--- config.mk ---
export PLATFORM = sky130hd
export DESIGN_NAME = oaht_divmod
export DESIGN_NICKNAME = d
export VERILOG_FILES = /design/src/rtl/open_addressing_hash_table_assert.svh /design/src/rtl/oaht_pkg.sv /design/src/rtl/oaht_divmod.sv
export SDC_FILE = /design/constraint.sdc
export NUM_CORES = 1
export LEC_CHECK = 0
export BUFFER_PORTS_ARGS = -buffer_cell sky130_fd_sc_hd__buf_2
export CAP_MARGIN = 0
export CORE_ASPECT_RATIO = 0.75
export CORE_MARGIN = 2
export CORE_UTILIZATION = 55
export CTS_CLUSTER_SIZE = 14
export DETAILED_ROUTE_END_ITERATION = 8
export PLACE_DENSITY = 0.79
export SYNTH_ARGS = -nofsm -noshare
export SYNTH_HDL_FRONTEND = slang
export SYNTH_SLANG_ARGS = --single-unit
--- constraint.sdc ---
create_clock -name clk -period 2.7 [get_ports clk]
set_input_delay 0.405 -clock clk [delete_from_list [all_inputs] [get_ports clk]]
set_output_delay 0.405 -clock clk [all_outputs]
set_load 0.01 [all_outputs]
--- src/rtl/open_addressing_hash_table_assert.svh ---
// assertion macros for the open addressing hash table
// used by the top level only; expects clk and rst in scope
`ifndef OPEN_ADDRESSING_HASH_TABLE_ASSERT_SVH
`define OPEN_ADDRESSING_HASH_TABLE_ASSERT_SVH

// property that holds at every clock edge out of reset
`define OAHT_CHECK(label, expr, msg) \
  label: assert property (@(posedge clk) disable iff (rst) (expr)) \
    else $error(msg);

// property that holds in the cycle after a trigger
`define OAHT_IMPLY(label, ante, cons, msg) \
  label: assert property (@(posedge clk) disable iff (rst) (ante) |=> (cons)) \
    else $error(msg);

`endif

--- src/rtl/oaht_pkg.sv ---
// shared types, codes and constants of the open addressing hash table
// no dependencies
`timescale 1ns / 1ps
`default_nettype none

package oaht_pkg;

  // field widths fixed by the transaction formats
  localparam int KEY_W = 32;
  localparam int VALUE_W = 32;
  localparam int HASH_W = 31;
  localparam int COUNT_W = 11;

  // parameter defaults
  localparam int MAX_SLOTS_DEF = 1024;
  localparam int INITIAL_SIZE_DEF = 11;
  localparam int DIV_W_DEF = 12;

  // register port
  localparam int PADDR_W = 4;
  localparam int PDATA_W = 32;
  localparam logic [1:0] REG_PROBE_MODE = 2'd0;
  localparam logic [1:0] REG_MAX_LOAD = 2'd1;
  localparam logic [1:0] REG_MIN_LOAD = 2'd2;
  localparam logic [7:0] MAX_LOAD_RST = 8'd192;
  localparam logic [7:0] MIN_LOAD_RST = 8'd0;

  // probe modes; the unused code probes as linear
  localparam logic [1:0] PM_LINEAR = 2'd0;
  localparam logic [1:0] PM_QUAD = 2'd1;
  localparam logic [1:0] PM_DOUBLE = 2'd2;

  typedef enum logic [1:0] {
    FN_PUT = 2'd0,
    FN_GET = 2'd1,
    FN_REMOVE = 2'd2,
    FN_CLEAR = 2'd3
  } func_t;

  typedef enum logic [1:0] {
    RS_SUCCESS = 2'd0,
    RS_NOT_FOUND = 2'd1,
    RS_NO_ROOM = 2'd2
  } status_t;

  typedef enum logic [1:0] {
    MK_EMPTY = 2'd0,
    MK_FULL = 2'd1,
    MK_DELETED = 2'd2
  } mark_t;

  // what a finished prime search feeds
  typedef enum logic [1:0] {
    PC_GROW,
    PC_SHRINK,
    PC_NSP
  } ps_ctx_t;

  typedef enum logic [4:0] {
    ST_SWEEP,
    ST_IDLE,
    ST_HMOD_GO,
    ST_HMOD_WAIT,
    ST_SMOD_GO,
    ST_SMOD_WAIT,
    ST_PROBE_RD,
    ST_PROBE_EV,
    ST_GROW_CHK,
    ST_SHRINK_CHK,
    ST_PS_STEP,
    ST_PT_CHK,
    ST_PT_GO,
    ST_PT_WAIT,
    ST_PS_FOUND,
    ST_RB_RD,
    ST_RB_EV,
    ST_RB_NEXT,
    ST_DONE
  } state_t;

  typedef struct packed {
    func_t func;
    logic [KEY_W-1:0] item_key;
    logic [HASH_W-1:0] key_hash;
    logic [VALUE_W-1:0] item_value;
  } req_t;

  typedef struct packed {
    status_t status;
    logic found;
    logic [VALUE_W-1:0] value_out;
    logic [COUNT_W-1:0] entry_count;
  } rsp_t;

  // one slot of the table
  typedef struct packed {
    mark_t mark;
    logic [HASH_W-1:0] hash;
    logic [KEY_W-1:0] key;
    logic [VALUE_W-1:0] value;
  } entry_t;

  // control and status of the shared divider
  typedef struct packed {
    logic start;
  } div_ctl_t;

  typedef struct packed {
    logic done;
  } div_sts_t;

  // largest prime below n, or 1; elaboration only
  function automatic int prime_below_c(input int n);
    int m;
    int d;
    int r;
    bit prime_flag;
    m = n;
    while (m > 2) begin
      m = m - 1;
      prime_flag = 1'b1;
      for (d = 2; d * d <= m; d++) begin
        r = m;
        while (r >= d) r = r - d;
        if (r == 0) prime_flag = 1'b0;
      end
      if (prime_flag) return m;
    end
    return 1;
  endfunction

endpackage

`default_nettype wire

--- src/rtl/oaht_divmod.sv ---
// bit-serial restoring divider returning the remainder of a hash-wide dividend
// depends on oaht_pkg
`timescale 1ns / 1ps
`default_nettype none

module oaht_divmod #(
  parameter int DIV_W = oaht_pkg::DIV_W_DEF
) (
  input  wire logic clk,
  input  wire logic rst,
  input  wire oaht_pkg::div_ctl_t ctl,
  input  wire logic [oaht_pkg::HASH_W-1:0] dividend,
  input  wire logic [DIV_W-1:0] divisor,
  output oaht_pkg::div_sts_t sts,
  output logic [DIV_W-1:0] remainder
);
  import oaht_pkg::*;

  localparam int CW = $clog2(HASH_W + 1);

  logic [DIV_W-1:0] dsr;
  logic [HASH_W-1:0] dvd;
  logic [CW-1:0] cnt;
  logic run;
  logic done;
  logic [DIV_W:0] trial;

  // shift in one dividend bit and try a subtract
  assign trial = {remainder, dvd[HASH_W-1]};

  // control
  always_ff @(posedge clk) begin
    if (rst) begin
      run <= 1'b0;
      done <= 1'b0;
    end else begin
      done <= run && (cnt == CW'(1));
      if (ctl.start) begin
        run <= 1'b1;
      end else if (run && (cnt == CW'(1))) begin
        run <= 1'b0;
      end
    end
  end

  // datapath
  always_ff @(posedge clk) begin
    if (ctl.start) begin
      remainder <= '0;
      dvd <= dividend;
      dsr <= divisor;
      cnt <= CW'(HASH_W);
    end else if (run) begin
      if (trial >= {1'b0, dsr}) begin
        remainder <= DIV_W'(trial - {1'b0, dsr});
      end else begin
        remainder <= DIV_W'(trial);
      end
      dvd <= dvd << 1;
      cnt <= cnt - 1'b1;
    end
  end

  assign sts.done = done;

endmodule

`default_nettype wire

==> flow_summary.json, run 1 <==
{
  "drt.antenna.violating_nets": 0,
  "routed_wl_um": 5690,
  "nets": 379,
  "grt_setup_unrepaired": "false",
  "finClkSkew_ns": 0.00665,
  "synth_area_mm2": 0.00313,
  "fin_util_pct": 68.8,
  "htree_num_levels": 3,
  "num_vias": 2131,
  "seqCellArea_mm2": 0.00167,
  "drt_first_pass_iters": 4,
  "peakVddDrop_mv": 0.415,
  "switchingPower_mw": 0.613,
  "cts_buffers": 9,
  "root_buffer": "clkbuf_8",
  "p_seq_share_pct": 47.0,
  "ys_ff_latch": 62,
  "yosysWarnings": 0,
  "startpoint_type": "flop",
  "synth_xor_area_share_pct": 3.36,
  "ctsHoldBuffers": 0,
  "cp.arrival_ns": 2.67,
  "synthTopCellsByArea": "edfxtp_1 (41%), dfxtp_1 (12%), mux2_2 (11%)",
  "track_usage_pct": 18.9,
  "die-area_mm2": 0.00632,
  "synth_fa_ha_area_share_pct": 6.23,
  "synth_top_family_by_area": "multiplexers",
  "area_delta_synth_final_pct": 18.8,
  "finalMaxSlewViolations": 0,
  "setup_slack_ns": 0.236,
  "async_flop_share_pct": 0,
  "clkSinkCount": 62,
  "intPower_mw": 1.83,
  "grt_pass1_wl_um": 9500,
  "post-place-ws_ns": 0.245,
  "numPortBuffers": 58,
  "synth-main-ff-cell": "edfxtp_1",
  "die_h_um": 69.4,
  "multiInputGateArea_mm2": 0.00134,
  "ys_seq_area_share_pct": 53.4,
  "end_kind": "flop",
  "critPathKind": "reg2reg",
  "grt_max_degree": 32,
  "path_max_fanout": 3,
  "yosys.area.top_type_share_pct": 41.2,
  "synth.distinct_cells": 46,
  "wl_per_cell_um": 14.3,
  "layout-drive-gt1-share_pct": 37.5,
  "synth_top_area_cell": "edfxtp_1",
  "pwr-share-clk_pct": 35.8,
  "antenna_cells": 0,
  "pin_count": 59,
  "status": "finished clean",
  "syn_nets": 316,
  "drc": 0,
  "slew_headroom_pct": 60.7,
  "swShare_pct": 25.1,
  "power_frac_comb_pct": 17.2,
  "fp.dieW_um": 91.1,
  "p_leak_nw": 1.55,
  "synthMuxAreaShare_pct": 12.5,
  "drt_iter0_markers": 124,
  "clk_latency_ns": 0.33,
  "synth-simple-area-share_pct": 9.19,
  "finalSetupViolations": 0,
  "tritoncts": "yes",
  "clkTransAtPathRegs_ns": 0.07,
  "avgViaCountPerCell": 5.35,
  "synth_edf_count": 43,
  "synth_compound_area_share_pct": 11.5,
  "nFillCells": 428,
  "worst_slew_pin_slew_ns": 0.589,
  "syn_area_per_cell_um2": 12.3,
  "cts_max_path_buffers": 2,
  "grt_overflow_total": 0,
  "period_minus_slack_ns": 2.46,
  "required_ns": 2.90,
  "power_density_mw_per_mm2": 657,
  "grt_pass1_vias": 2073,
  "antenna_found_initial": 0,
  "drv_cap": 0,
  "initial_utilization_pct": 57.9,
  "place_area_mm2": 0.00350,
  "final_cell_mix": "buf_2 (58), edfxtp_1 (43), mux2_2 (30)",
  "fin_tns_setup_ns": 0,
  "rows": 23,
  "post-dp-hpwl_um": 4070,
  "fin_crit_sh_pct": 91.3,
  "gp_congestion": 0.861,
  "hp-class": "in2reg",
  "core_area_mm2": 0.00541,
  "hold_viol": 0,
  "syn-instance-count": 255,
  "max_freq_mhz": 406,
  "design_area_mm2": 0.00372,
  "final_common_cell": "buf_2"
}
-- routing by layer --
layer,wire length (um),track usage [%],vias to the layer above
li1,-,-,1061
met1,2810,27.0,1007
met2,2550,28.4,59
met3,301,5.54,4
met4,21,4.71,0
met5,0,0,-
-- flip-flops by register name, summed over array words and instances (netlist names) --
signal,cells
dsr,12
run,1
sts,1
cnt,5
remainder,12
dvd,31
-- power by group through the flow --
stage               Clock (mW)  Combinational (mW)  Sequential, mW
floorplan                    0               0.302            1.17
global placement             0               0.405            1.17
detailed placement           0               0.417            1.17
CTS                      0.893               0.420            1.15
global route             0.938               0.464            1.16
finish                   0.875               0.420            1.15
-- area by class of cell --
type,instances,area share [%]
Multi-Input combinational cell,163,36.1
Inverter,19,1.92
Timing Repair Buffer,63,8.81
Clock inverter,6,2.32
Tap cell,75,2.52
Clock buffer,10,3.43
Sequential cell,62,44.9
-- kinds of logic after synthesis --
logic type	after synthesis
DFF	62
adders and majority gates	15
muxes	35
xor gates and xnor gates	12
and+or+nand+nor	55
AOI/OAI and AO/OA	46
buffers and inverters	30
-- worst paths after layout --
| path | from | slack [ns] | depth (start not counted) | to |
|---|---|---|---|---|
| min | divisor[10] | 0.25 | 1 | dsr[10] |
| max | dvd[30] | 0.24 | 10 | remainder[8] |
| max reg2reg | dvd[30] | 0.24 | 10 | remainder[8] |
| min reg2reg | cnt[4] | 0.50 | 2 | cnt[4] |
-- repair_timing --
item / CTS / global route
buffers inserted: 0 / 0
endpoints found under the setup margin: 0 / 1
resized for setup: 0 / 1
-- synth_stat cells (2+ instances only) --
library cell,n
o21ai_0,9
nor3_1,2
o21bai_1,4
inv_1,19
nand3_1,3
edfxtp_1,43
nor3b_1,2
mux2_2,30
a211oi_2,2
nor4b_1,3
xnor2_1,9
nor2_1,14
ha_1,14
mux2i_1,4
a31o_2,3
a211oi_1,6
buf_1,2
nand2_1,15
a21oi_1,10
clkbuf_1,8
nand2b_1,7
dfxtp_1,19
xor2_1,3
a21o_1,2
-- stage by stage --
step	hold WS, ns	std cells	total power [mW]
2_1_floorplan	0.462	255	1.47
4_1_cts	0.232	398	2.46
6_report	0.249	398	2.44
3_3_place_gp	0.481	382	1.57
3_5_place_dp	0.488	382	1.59
5_1_grt	0.233	398	2.56
-- worst max-delay path: stages (launching register included) --
cell and delay, ns:
edfxtp_1 0.36, inv_1 0.08, ha_1 0.16, inv_1 0.06
fa_1 0.42, a211oi_1 0.28, o21bai_1 0.17, a2111oi_1 0.44
a21oi_1 0.10, xnor2_1 0.17, o221ai_1 0.12
Power figures use the tool's default switching activity.
==> inputs of run 2 (changes only) <==
- clock period: 2.7 -> 2.6 ns (I/O delays scaled with it)
==> run 2 against run 1 <==
Against the previous run:
- fmax about the same
- sequential share of layout area down 0.83 points
- clock skew up 0.0014 ns
- global-route usage up 0.49 points
- hold slack worse by 0.033 ns
- clock-buffer cell count down 1
- die area unchanged
- highest routed layer unchanged
- first-iteration DRC count up 11%
- setup slack worse by 0.098 ns
- largest power group unchanged
- final area up 1.9%
- core utilization up 1.3 points
- total power up 9.7%
==> flow_summary.json, run 2 (synthesis results as in run 1) <==
{
  "routed_wl_um": 5760,
  "final_cell_mix": "buf_2 (58), edfxtp_1 (43), mux2_2 (30)",
  "ff2ff_setup_slack_ns": 0.14,
  "tritoncts": "yes",
  "slew_headroom_pct": 59.5,
  "reg2reg_depth": 10,
  "use_met2_pct": 28.5,
  "hold_end": "sts",
  "finalMaxSlewViolations": 0,
  "clk_latency_ns": 0.34,
  "fp.dieW_um": 91.1,
  "largest_reg_flops": 31,
  "multiInputGateArea_mm2": 0.00135,
  "p_leak_nw": 1.57,
  "layout-drive-gt1-share_pct": 38.8,
  "peakVddDrop_mv": 0.465,
  "hp-class": "in2reg",
  "die_h_um": 69.4,
  "grt_pass1_wl_um": 9630,
  "power_density_mw_per_mm2": 708,
  "grt_pass1_vias": 2093,
  "required_ns": 2.81,
  "worst_slew_pin_slew_ns": 0.606,
  "initial_utilization_pct": 57.9,
  "die-area_mm2": 0.00632,
  "grt_overflow_total": 0,
  "nets": 381,
  "nFillCells": 410,
  "avgViaCountPerCell": 5.28,
  "grt.busiest_layer": "met2",
  "fin_cells": 400,
  "dp_cells": 383,
  "track_usage_pct": 19.4,
  "drc": 0,
  "period_minus_slack_ns": 2.46,
  "holdWs_ns": 0.216,
  "post-dp-hpwl_um": 3980,
  "r2r_end": "remainder[8]",
  "drt.antenna.violating_nets": 0,
  "gp_congestion": 0.895,
  "wl_per_cell_um": 14.4,
  "clkSinkCount": 62,
  "rr_startpoint": "dvd[30]",
  "max_freq_mhz": 406,
  "numPortBuffers": 58,
  "final_common_cell": "buf_2",
  "pin_count": 59,
  "hold_viol": 0,
  "p_seq_share_pct": 44.4,
  "whs_path_depth": 2,
  "core_area_mm2": 0.00541,
  "htree_num_levels": 3,
  "end_kind": "flop",
  "root_buffer": "clkbuf_8",
  "power_frac_comb_pct": 16.8,
  "drv_cap": 0,
  "largest-register": "dvd",
  "cts_max_path_buffers": 2,
  "cts_buffers": 9,
  "ctsHoldBuffers": 0,
  "fin_crit_sh_pct": 94.7,
  "use_met1_pct": 26.5,
  "num_vias": 2111,
  "swShare_pct": 24.9,
  "finClkSkew_ns": 0.00806,
  "pwr-share-clk_pct": 38.8,
  "status": "finished clean",
  "grt_max_degree": 32,
  "startpoint_type": "flop",
  "antenna_found_initial": 0,
  "path_max_fanout": 3,
  "holdCritStartpoint": "rst",
  "intPower_mw": 2.01,
  "switchingPower_mw": 0.668,
  "seqCellArea_mm2": 0.00167,
  "area_delta_synth_final_pct": 21.0,
  "cp.arrival_ns": 2.68,
  "drt_iter0_markers": 138,
  "clkTransAtPathRegs_ns": 0.08,
  "top_regs": "dvd (31), dsr (12), remainder (12)",
  "finalSetupViolations": 0,
  "critPathKind": "reg2reg",
  "antenna_cells": 0,
  "rows": 23,
  "drt_first_pass_iters": 4,
  "use_met3_pct": 6.52
}
-- run 2: power groups by stage --
stage / combinational (mW) / clock, mW / sequential, mW
finish: 0.450 / 1.04 / 1.19
global route: 0.497 / 1.10 / 1.20
CTS: 0.436 / 1.07 / 1.19
detailed placement: 0.434 / 0 / 1.21
global placement: 0.422 / 0 / 1.21
floorplan: 0.314 / 0 / 1.21
-- run 2: timing repair --
action	CTS	global route
gates resized for setup	0	3
endpoints found under the setup margin	0	3
setup buffers	0	1
-- run 2: worst max path at each step --
stage	start	endpoint	slack, ns	depth (start not counted)
after detailed placement	dvd[30]	remainder[8]	0.09	10
after CTS	dvd[30]	remainder[8]	0.05	10
after floorplan	dvd[30]	remainder[8]	0.41	10
after global placement	dvd[30]	remainder[8]	0.14	10
after global routing	dvd[30]	remainder[8]	-0.02	10
final	dvd[30]	remainder[8]	0.14	10
-- run 2: per-stage QoR --
stage	TNS (ns)	worst slack, ns	util [%]	power [mW]	instance area [um2]
final	0	0.138	70.1	2.68	3790
after global routing	-0.0249	-0.0249	70.1	2.80	3790
after CTS	0	0.0469	69.5	2.69	3760
after detailed placement	0	0.0919	64.9	1.65	3510
after global placement	0	0.135	64.9	1.63	3510
after floorplan	0	0.410	-	1.52	3130
-- run 2: final cells by class --
type	count	area share [%]
inverters	19	1.88
clock inverters	7	3.24
clock buffers	9	3.27
repair buffers	65	9.38
multi-input cells	163	35.7
well taps	75	2.48
flip-flops and latches	62	44.1
-- run 2: worst max-delay path, stage by stage, from the launching register on --
cell and delay (ns):
edfxtp_1 0.38, inv_1 0.09, ha_1 0.16, inv_1 0.05, fa_1 0.43, a211oi_2 0.25
o21bai_1 0.17, a2111oi_2 0.37, a21oi_1 0.09, xnor2_1 0.20, o221ai_1 0.14
-- run 2: metal layers --
layer	routed length, um	up-vias
li1	-	1062
met1	2750	983
met2	2550	55
met3	364	11
met4	85	0
met5	0	-
